$ cat src/hw/rtl/tcgr_pkg.sv
// Shared types and constants for the text console glyph renderer.
// No dependencies; imported by tcgr_ctrl, tcgr_datapath and the top level.
`timescale 1ns / 1ps
`default_nettype none

package tcgr_pkg;

	// Font geometry defaults and fixed cell width
	localparam int GLYPH_ROWS_DEF = 16;
	localparam int CHAR_COUNT_DEF = 256;
	localparam int GLYPH_COLUMNS  = 8;
	localparam int CELL_SH        = $clog2(GLYPH_COLUMNS);

	// Field widths
	localparam int CUR_W   = 13;
	localparam int PIX_W   = 12;
	localparam int CODE_W  = 8;
	localparam int GROW_W  = 4;
	localparam int BITS_W  = 8;
	localparam int COLOR_W = 32;
	localparam int ADDR_W  = 32;
	localparam int IDX_W   = 3;
	localparam int CDATA_W = 32;
	localparam int S_DATA_W = 24;
	localparam int M_DATA_W = 128;

	// Input command selector
	localparam logic CMD_PUT  = 1'b0;
	localparam logic CMD_FONT = 1'b1;

	// Result kinds
	localparam logic KIND_ROW   = 1'b0;
	localparam logic KIND_CLEAR = 1'b1;

	// Control character codes
	localparam logic [CODE_W-1:0] CH_NUL = 8'd0;
	localparam logic [CODE_W-1:0] CH_BS  = 8'd8;
	localparam logic [CODE_W-1:0] CH_TAB = 8'd9;
	localparam logic [CODE_W-1:0] CH_LF  = 8'd10;

	// Configuration register indexes
	localparam logic [IDX_W-1:0] REG_WIDTH  = 3'd0;
	localparam logic [IDX_W-1:0] REG_HEIGHT = 3'd1;
	localparam logic [IDX_W-1:0] REG_PITCH  = 3'd2;
	localparam logic [IDX_W-1:0] REG_BPP    = 3'd3;
	localparam logic [IDX_W-1:0] REG_FORE   = 3'd4;
	localparam logic [IDX_W-1:0] REG_BACK   = 3'd5;
	localparam logic [IDX_W-1:0] REG_TAB    = 3'd6;

	// Controller to datapath commands
	typedef struct packed {
		logic font_wr;
		logic take_code;
		logic push_clear;
		logic clr_last;
		logic push_row;
		logic row_first;
		logic row_last;
		logic do_move;
		logic do_setup;
		logic do_adv;
	} cmd_t;

	// Datapath to controller status
	typedef struct packed {
		logic need_clear;
		logic is_ctrl;
		logic advance;
	} status_t;

endpackage

`default_nettype wire

$ cat src/hw/rtl/tcgr_ctrl.sv
// Sequencer for the text console: input handshake, clear check, row issue.
// Depends on tcgr_pkg for the command and status structs.
`timescale 1ns / 1ps
`default_nettype none

module tcgr_ctrl #(
	parameter int GLYPH_ROWS = tcgr_pkg::GLYPH_ROWS_DEF,
	parameter int ROW_W      = $clog2(GLYPH_ROWS)
) (
	input  wire logic              clk,
	input  wire logic              arst_n,
	input  wire logic              s_tvalid,
	output logic                   s_tready,
	input  wire logic              s_cmd,
	input  wire tcgr_pkg::status_t status,
	output tcgr_pkg::cmd_t         cmd,
	output logic [ROW_W-1:0]       row
);
	import tcgr_pkg::*;

	typedef enum logic [2:0] {
		ST_IDLE,
		ST_CHECK,
		ST_MOVE,
		ST_SETUP,
		ST_ROWS,
		ST_ADV
	} state_t;

	state_t           state_q;
	logic [ROW_W-1:0] row_q;
	logic             accept;
	logic             row_end;

	assign s_tready = (state_q == ST_IDLE);
	assign accept   = s_tvalid & s_tready;
	assign row_end  = (row_q == ROW_W'(GLYPH_ROWS - 1));
	assign row      = row_q;

	// Decode commands from state and status
	always_comb begin
		cmd            = '0;
		cmd.font_wr    = accept & (s_cmd == CMD_FONT);
		cmd.take_code  = accept & (s_cmd == CMD_PUT);
		cmd.push_clear = (state_q == ST_CHECK) & status.need_clear & status.advance;
		cmd.clr_last   = status.is_ctrl;
		cmd.push_row   = (state_q == ST_ROWS) & status.advance;
		cmd.row_first  = (row_q == '0);
		cmd.row_last   = row_end;
		cmd.do_move    = (state_q == ST_MOVE);
		cmd.do_setup   = (state_q == ST_SETUP);
		cmd.do_adv     = (state_q == ST_ADV);
	end

	// Advance the sequence
	always_ff @(posedge clk or negedge arst_n) begin
		if (!arst_n) begin
			state_q <= ST_IDLE;
			row_q   <= '0;
		end else begin
			unique case (state_q)
				ST_IDLE: begin
					if (cmd.take_code)
						state_q <= ST_CHECK;
				end
				ST_CHECK: begin
					if (!status.need_clear || status.advance)
						state_q <= status.is_ctrl ? ST_MOVE : ST_SETUP;
				end
				ST_MOVE: state_q <= ST_IDLE;
				ST_SETUP: begin
					row_q   <= '0;
					state_q <= ST_ROWS;
				end
				ST_ROWS: begin
					if (status.advance) begin
						if (row_end)
							state_q <= ST_ADV;
						else
							row_q <= row_q + ROW_W'(1);
					end
				end
				ST_ADV: state_q <= ST_IDLE;
				default: state_q <= ST_IDLE;
			endcase
		end
	end

endmodule

`default_nettype wire

$ cat config.mk
export PLATFORM = sky130hd
export DESIGN_NAME = tcgr_ctrl
export DESIGN_NICKNAME = d
export VERILOG_FILES = /design/src/hw/rtl/tcgr_pkg.sv /design/src/hw/rtl/tcgr_ctrl.sv
export SDC_FILE = /design/constraint.sdc
export NUM_CORES = 1
export LEC_CHECK = 0
export ABC_AREA = 0
export BUFFER_PORTS_ARGS = -buffer_cell sky130_fd_sc_hd__buf_4
export CORE_AREA = 2 2 39 41
export CTS_CLUSTER_SIZE = 20
export DETAILED_ROUTE_END_ITERATION = 12
export DIE_AREA = 0 0 41 43
export GPL_TIMING_DRIVEN = 0
export MAX_ROUTING_LAYER = met4
export PLACE_DENSITY = 0.69
export SYNTH_ARGS = -nofsm -noshare
export SYNTH_HDL_FRONTEND = slang
export SYNTH_SLANG_ARGS = --single-unit
$ cat constraint.sdc
create_clock -name clk -period 2.8 [get_ports clk]
set_input_delay 0.56 -clock clk [delete_from_list [all_inputs] [get_ports clk]]
set_output_delay 0.56 -clock clk [all_outputs]
set_load 0.01 [all_outputs]
Word-level counts from Yosys, hierarchy flattened. Index checks and enable logic that the tools add are counted.

Register bits after elaboration: 7. Input bits: 7. Output and inout port bits: 15. Logic and storage cells: 37.

$add $sub $neg: 1. Equality and inequality tests: 11. Mux-type cells: 9. Bitwise gates (word level): 7. Reduce and logical (&&, ||, !) cells: 7.

Operator list (number): $mux 3 (4); $pmux 3 s4 (1); $mux 4 (2); $pmux 4 s2 (1); $and 1x1->1 (6); $eq 3x2->1 const B (2); $eq 3x3->1 const B (2); $ne 2x2->1 const B (3); $add 4x1->4 const B (1); $eq 4x4->1 const B (1); $logic_not 4->1 (1); $ne 2x1->1 const B (2); $reduce_and 4->1 (1); $eq 3x1->1 const B (1); $logic_not 3->1 (1); $reduce_and 3->1 (1); $reduce_bool 2->1 (1); $logic_not 1->1 (1); $logic_or 1x1->1 (1); $mux 1 (1); $not 1->1 (1).

Logic depth before layout (Yosys ltp). Gate-level depths: netlist (run 1).

Depth after elaboration: 5. Gate-level depth with buffers: 5. Gate-level depth less buffers: 4.

Worst setup path after synthesis (run 1). OpenSTA, ideal clock, no wires.

Path kind: register -> output. Start point: reg state_q[0]. End point: out cmd[8] (netlist bit). Data arrival time: 1.186 ns. Required time: 2.240 ns. Setup slack: 1.054 ns. Cell stages (with the launch flop): 5. Buffers on the path: 1. Path through: dfrtp_1 buf_6 nor3_1 nand2_1 nor2_1.

RTL lines: from (decl) (line tcgr_ctrl.sv:30) `state_t state_q;`; from (signal assigned) (line tcgr_ctrl.sv:68) `state_q <= status.is_ctrl ? ST_MOVE : ST_SETUP;`; to (decl) (line tcgr_ctrl.sv:16) `output tcgr_pkg::cmd_t cmd,`.

Worst setup path after layout (run 1).
Start point: reg row_q[0] (netlist: row[0]). End point: out cmd[3] (netlist bit).

Longest elaborated chain between the ends: 1.

RTL lines: from (decl) (line tcgr_ctrl.sv:31) `logic [ROW_W-1:0] row_q;`; from (signal assigned) (line tcgr_ctrl.sv:80) `row_q <= row_q + ROW_W'(1);`; $eq 4x4->1 (line tcgr_ctrl.sv:37) `assign row_end = (row_q == ROW_W'(GLYPH_ROWS - 1));`.

Every way passes these cells.

==> results.yml, run 1 <==
power_and_ir_drop:
  p_leak_nw: 0.398
  power_frac_comb_pct: 57.8
  vdd_ir_drop_max_v: 0.000437
  share_seq_of_total_power_pct: 27.3
  p_int_mw: 0.379
  p_switching_mw: 0.232
  clkPwrFrac_pct: 14.9
  p_sw_share_pct: 37.9
  powerDensity_mw_per_mm2: 835
global_route:
  grt_start_max_net_pins: 11
  grt_pass1_vias: 444
  track_usage_pct: 15.8
  grt_pass1_wl_um: 1830
  gr-total-overflow: 0
  antenna_found_initial: 0
worst_setup_path:
  critPathArrivalTime_ns: 1.42
  crit_top_cell: "buf_4"
  crit_cells: 5
  critPathMaxFanout: 5
  endpoint_kind: "primary output"
  rr_worst_depth: 4
  required_ns: 2.24
  path_cells: "ha_1, nand3_1, inv_1, buf_4, buf_4"
  crit_buf_inv: 3
  crit_path_max_incr_delay_ns: 0.42
  cp_slowest_cell: "dfrtp_1"
  worst-setup-path-type: "reg -> out"
  crit_family: "flip-flops"
  cp-start-kind: "register"
sta:
  setup_ws_ns: 0.820
  whs_ns: 0.105
  rsz0062_at_grt: "no"
  max_clock_freq_mhz: 505
  drv_slew: 0
  fin_skew_ns: 0.00866
  period_share_pct: 70.7
  tns_ns: 0
  fin_crit_ns: 1.98
  slew_headroom_pct: 81.2
  worst_pin_slew_ns: 0.281
  hold_violations: 0
  setup-violations-final: 0
logic_synthesis:
  synth_edf_count: 0
  syn_area_um2: 527
  synth_most_common_cell: "dfrtp_1"
  synth.area.top_cells: "dfrtp_1 33%, buf_6 6.4%, ha_1 4.8%, nor4bb_4 4.8%, buf_4 4.3%"
  synth_top_area_share_pct: 33.3
  ys_ff_latch: 7
  syn_nets: 64
  synth_top_flop_cell: "dfrtp_1"
  synth.avg_cell_area_um2: 9.58
  synth_common_cells: "7 x dfrtp_1, 5 x nor2_1, 4 x a21oi_1, 4 x nand2_1"
  synth.distinct_cells: 26
  async_reset_ff_share_pct: 100
  ys_warn_count: 0
  seq_area_frac_synth_pct: 33.3
  synthCells: 55
  synth_top_cell_by_area: "dfrtp_1"
outcome:
  status: "complete, no violations"
clock_network:
  clkSinkCount: 7
  ctsHoldBuffers: 0
  cts_resized: 0
  htree_num_levels: 1
  tritoncts: "built"
  path_clk_slew_ns: 0.06
  cts_setup_buffers: 0
  clockBufferDepth: 2
  cts_buffers: 3
  clock_latency_ns: 0.25
  root_buffer: "clkbuf_4"
detailed_routing:
  via_count: 475
  finalWirelength_um: 1110
  wl_per_cell_um: 11.5
  drt-initial-drc-count: 1
  vias_per_cell: 4.95
  antenna_left: 0
  route.detailed.drc: 0
  dr.pass1.iters: 2
floorplanning:
  num_rows: 14
  die_w_um: 41
  floorplan.die_area_mm2: 0.00176
  start_util_pct: 38.1
  fp.dieH_um: 43
  core_area_mm2: 0.00138
  boundaryPins: 22
hold_path:
  hold_class: "in -> async"
final_layout:
  regArea_um2: 175
  final_cell_count_no_fill: 96
  fillers: 154
  final_core_util_pct: 52.8
  multiInputGateArea_um2: 279
  fin_nets: 90
  diodes: 0
  drive_gt1_share_pct: 45.0
  syn_to_final_growth_pct: 38.7
job:
  cap_violations: 0
placed_design:
  globalplace.congestion: 0.725
  dp_cells: 92
  dpl.hpwl_um: 864
  pre_cts_ws_ns: 1.02
  port_buffers: 21
layout make-up:
class,instances,share of cell area [%]
timing repair buffer,21,21.6
multi-input combinational,38,38.2
buffer,7,8.39
tap,16,2.74
clock buffer,4,3.60
inverter,3,1.54
sequential,7,24.0
through the flow:
stage | area [µm²] | power, mW
4_1_cts | 731 | 0.620
3_5_place_dp | 704 | 0.524
5_1_grt | 731 | 0.664
6_report | 731 | 0.610
2_1_floorplan | 527 | 0.387
3_3_place_gp | 704 | 0.514
routing by layer:
metal | wire [µm] | vias up | GRT usage (%)
li1 | - | 243 | -
met1 | 486 | 223 | 19.5
met2 | 568 | 7 | 22.5
met3 | 37 | 2 | 6.28
met4 | 14 | 0 | 6.00
met5 | 0 | - | -
cells by family (layout without fill, tap and decap cells):
family          count (synthesis)  in the layout  share of synthesized area, %
simple gates                   26             26                          35.6
compound gates                 10             10                          12.6
buf+inv                        10             35                          13.8
flops                           7              7                          33.3
fa+ha+maj                       2              2                          4.75
layout by cell type, fill, tap and decap left out, types with 2 or more instances in the layout:
| cell type | synthesis | routed |
|---|---|---|
| a21o_1 | 2 | 2 |
| a21oi_1 | 4 | 4 |
| and3_1 | 3 | 3 |
| and4b_1 | 2 | 2 |
| buf_4 | 3 | 24 |
| buf_6 | 3 | 3 |
| clkbuf_4 | 0 | 3 |
| dfrtp_1 | 7 | 7 |
| ha_1 | 2 | 2 |
| inv_1 | 3 | 3 |
| nand2_1 | 4 | 4 |
| nor2_1 | 5 | 5 |
| nor3_2 | 2 | 2 |
| nor3b_1 | 2 | 2 |
registers in the layout, indices dropped and copies added, names as in the netlist:
signal,flops
row,4
state_q,3
power groups by stage:
| stage | logic, mW | clock network (mW) | registers [mW] |
|---|---|---|---|
| 2_1_floorplan | 0.219 | 0 | 0.168 |
| 3_5_place_dp | 0.356 | 0 | 0.168 |
| 6_report | 0.353 | 0.0912 | 0.166 |
| 5_1_grt | 0.393 | 0.0989 | 0.171 |
| 4_1_cts | 0.358 | 0.0944 | 0.167 |
| 3_3_place_gp | 0.349 | 0 | 0.165 |
worst reg2reg max path: stages (launching register included):
cell	delay, ns
dfrtp_1	0.42
ha_1	0.23
nand3_1	0.19
and3_1	0.23
a21o_1	0.15
path summary, 6_finish.rpt:
check | from | slack (ns) | end
setup / recovery | row[0] | 0.82 | cmd[3]
hold / removal | arst_n | 0.10 | row[3]
setup reg to reg | row[1] | 1.47 | row[0]
hold reg to reg | row[0] | 0.57 | row[0]
max in group asynchronous | arst_n | 2.57 | row[1]
min in group clk | row[0] | 0.57 | row[0]
Note: power is estimated with default switching activity, not from simulation.
==> run 2, diff against run 1 <==
--- a/config.mk
+++ b/config.mk
@@ -5,7 +5,7 @@
 export SDC_FILE = /design/constraint.sdc
 export NUM_CORES = 1
 export LEC_CHECK = 0
-export ABC_AREA = 0
+export ABC_AREA = 1
 export BUFFER_PORTS_ARGS = -buffer_cell sky130_fd_sc_hd__buf_4
 export CORE_AREA = 2 2 39 41
 export CTS_CLUSTER_SIZE = 20
@@ -13,7 +13,7 @@
 export DIE_AREA = 0 0 41 43
 export GPL_TIMING_DRIVEN = 0
 export MAX_ROUTING_LAYER = met4
-export PLACE_DENSITY = 0.69
+export PLACE_DENSITY = 0.71
 export SYNTH_ARGS = -nofsm -noshare
 export SYNTH_HDL_FRONTEND = slang
 export SYNTH_SLANG_ARGS = --single-unit
==> constraint.sdc (replaced) <==
create_clock -name clk -period 1.94 [get_ports clk]
set_input_delay 0.388 -clock clk [delete_from_list [all_inputs] [get_ports clk]]
set_output_delay 0.388 -clock clk [all_outputs]
set_load 0.01 [all_outputs]
==> run 2 against run 1 <==
  * Area after synthesis grew 5.7%
  * Non-clock buffer count decreased by 4
  * Sequential power increased by 60%
  * Routed wire length up 8.7%
  * Final cell count is 21% higher
  * Largest cell class unchanged
  * Largest power group unchanged
==> results.yml, run 2 <==
floorplanning:
  floorplan.die_area_mm2: 0.00176
  die_w_um: 41
  fp.dieH_um: 43
  num_rows: 14
  boundaryPins: 22
  start_util_pct: 40.2
  core_area_mm2: 0.00138
global_route:
  grt_use_met1_pct: 17.7
  grt-busiest-layer: "met2"
  grt_pass1_wl_um: 1950
  met2_usage_pct: 27.8
  grt_start_max_net_pins: 9
  grt_use_met3_pct: 2.09
  track_usage_pct: 16.8
  antenna_found_initial: 0
  grt_pass1_vias: 490
  gr-total-overflow: 0
clock_network:
  root_buffer: "clkbuf_4"
  cts_setup_buffers: 0
  clock_latency_ns: 0.26
  path_clk_slew_ns: 0.06
  clockBufferDepth: 2
  htree_num_levels: 1
  cts_buffers: 3
  clkSinkCount: 7
  tritoncts: "built"
  cts_resized: 0
  ctsHoldBuffers: 1
outcome:
  status: "complete, no violations"
logic_synthesis:
  synth.area.top_cells: "dfrtp_1 31%, nand2_1 11%, nand2_4 8.1%, inv_1 6.7%, nand3_1 6.3%"
  synth_top_cell_by_area: "dfrtp_1"
  synthCells: 74
  synth_edf_count: 0
  synth_common_cells: "17 x nand2_1, 10 x inv_1, 7 x dfrtp_1, 7 x nand3_1, 5 x nor2_1"
  synth.distinct_cells: 21
  ys_warn_count: 0
  ys_ff_latch: 7
  syn_area_um2: 557
  synth_most_common_cell: "nand2_1"
  seq_area_frac_synth_pct: 31.5
  async_reset_ff_share_pct: 100
  syn_nets: 83
  synth_top_flop_cell: "dfrtp_1"
  synth.avg_cell_area_um2: 7.52
  synth_top_area_share_pct: 31.5
job:
  cap_violations: 0
final_layout:
  layout.cells.most_common: "buf_4"
  final_cell_area_um2: 771
  diodes: 0
  regArea_um2: 175
  largest_reg_flops: 4
  multiInputGateArea_um2: 315
  fillers: 150
  layout_common_cells: "23 x buf_4, 17 x nand2_1, 10 x inv_1, 7 x nand3_1, 7 x dfrtp_1"
  fin_nets: 110
  syn_to_final_growth_pct: 38.4
  drive_gt1_share_pct: 43.0
sta:
  fin_crit_ns: 1.81
  tns_ns: 0
  drv_slew: 0
  setup-violations-final: 0
  hold_violations: 0
  period_share_pct: 93.2
  max_clock_freq_mhz: 553
  worst_pin_slew_ns: 0.305
  fin_skew_ns: 0.0119
  slew_headroom_pct: 79.7
  rsz0062_at_grt: "no"
power_and_ir_drop:
  p_leak_nw: 0.445
  vdd_ir_drop_max_v: 0.000634
  power_mw: 0.872
  powerDensity_mw_per_mm2: 1130
worst_setup_path:
  rr_worst_depth: 7
  endpoint_kind: "primary output"
  cp-start-kind: "register"
  required_ns: 1.55
  critPathMaxFanout: 6
  worst-setup-path-type: "reg -> out"
  crit_path_start: "row[0]"
  critPathArrivalTime_ns: 1.42
  r2r-start: "row[0]"
placed_design:
  place_area_um2: 734
  dpl.hpwl_um: 973
  port_buffers: 21
  globalplace.congestion: 0.766
hold_path:
  hold_class: "in -> reg"
  min_from: "s_cmd"
  worstHoldPathCells: 4
detailed_routing:
  finalWirelength_um: 1200
  vias_per_cell: 4.72
  route.detailed.drc: 0
  drt-initial-drc-count: 7
  antenna_left: 0
  wl_per_cell_um: 10.4
  dr.pass1.iters: 4
  via_count: 547
-- run 2: layer usage --
layer | vias to the layer above | wire, µm
li1 | 282 | -
met5 | - | 0
met2 | 17 | 634
met1 | 245 | 452
met3 | 3 | 87
met4 | 0 | 28
-- run 2: report_power, final --
| part | internal [mW] | switching (mW) |
|---|---|---|
| combinational | 0.207 | 0.263 |
| clock | 0.0787 | 0.0571 |
| sequential | 0.182 | 0.0835 |
| total | 0.468 | 0.404 |
-- run 2: path summary, 6_finish.rpt --
kind                               to  slack [ns]
max reg2reg                    row[2]        0.58
min                        state_q[0]        0.42
max in group asynchronous  state_q[1]        1.33
min in group asynchronous      row[1]        0.47
min reg2reg                    row[3]        0.58
max                            cmd[3]        0.13
-- run 2: cells by family after synthesis --
| group | count (synthesis) | synth area share, % |
|---|---|---|
| adder cells (fa/ha/maj) | 2 | 4.49 |
| AO/OA/AOI/OAI | 4 | 4.94 |
| flip-flops | 7 | 31.5 |
| AND/OR/NAND/NOR | 46 | 47.2 |
| buffers and inverters | 15 | 11.9 |
-- run 2: area by class of cell --
type / instances / share of cell area, %
well taps: 16 / 2.60
multi-input cells: 52 / 40.9
inverters: 13 / 6.66
plain buffers: 2 / 1.95
repair buffers: 22 / 21.8
clock buffers: 4 / 3.41
flip-flops and latches: 7 / 22.7
-- run 2: per-stage QoR --
| stage | worst slack [ns] | std cells | hold WS [ns] | utilization (%) |
|---|---|---|---|---|
| 5_1_grt | 0.0435 | 116 | 0.437 | 55.7 |
| 6_report | 0.132 | 116 | 0.417 | 55.7 |
| 3_5_place_dp | 0.407 | 111 | 0.206 | 53.1 |
| 3_3_place_gp | 0.425 | 111 | 0.203 | 53.1 |
| 4_1_cts | 0.117 | 116 | 0.417 | 55.7 |
| 2_1_floorplan | 0.504 | 74 | 0.0924 | - |
-- run 2: worst max-delay path, cell delays in order (launching register included) --
cell     delay (ns)
dfrtp_1        0.45
ha_1           0.26
nand3_1        0.15
inv_1          0.06
buf_4          0.12
buf_4          0.13
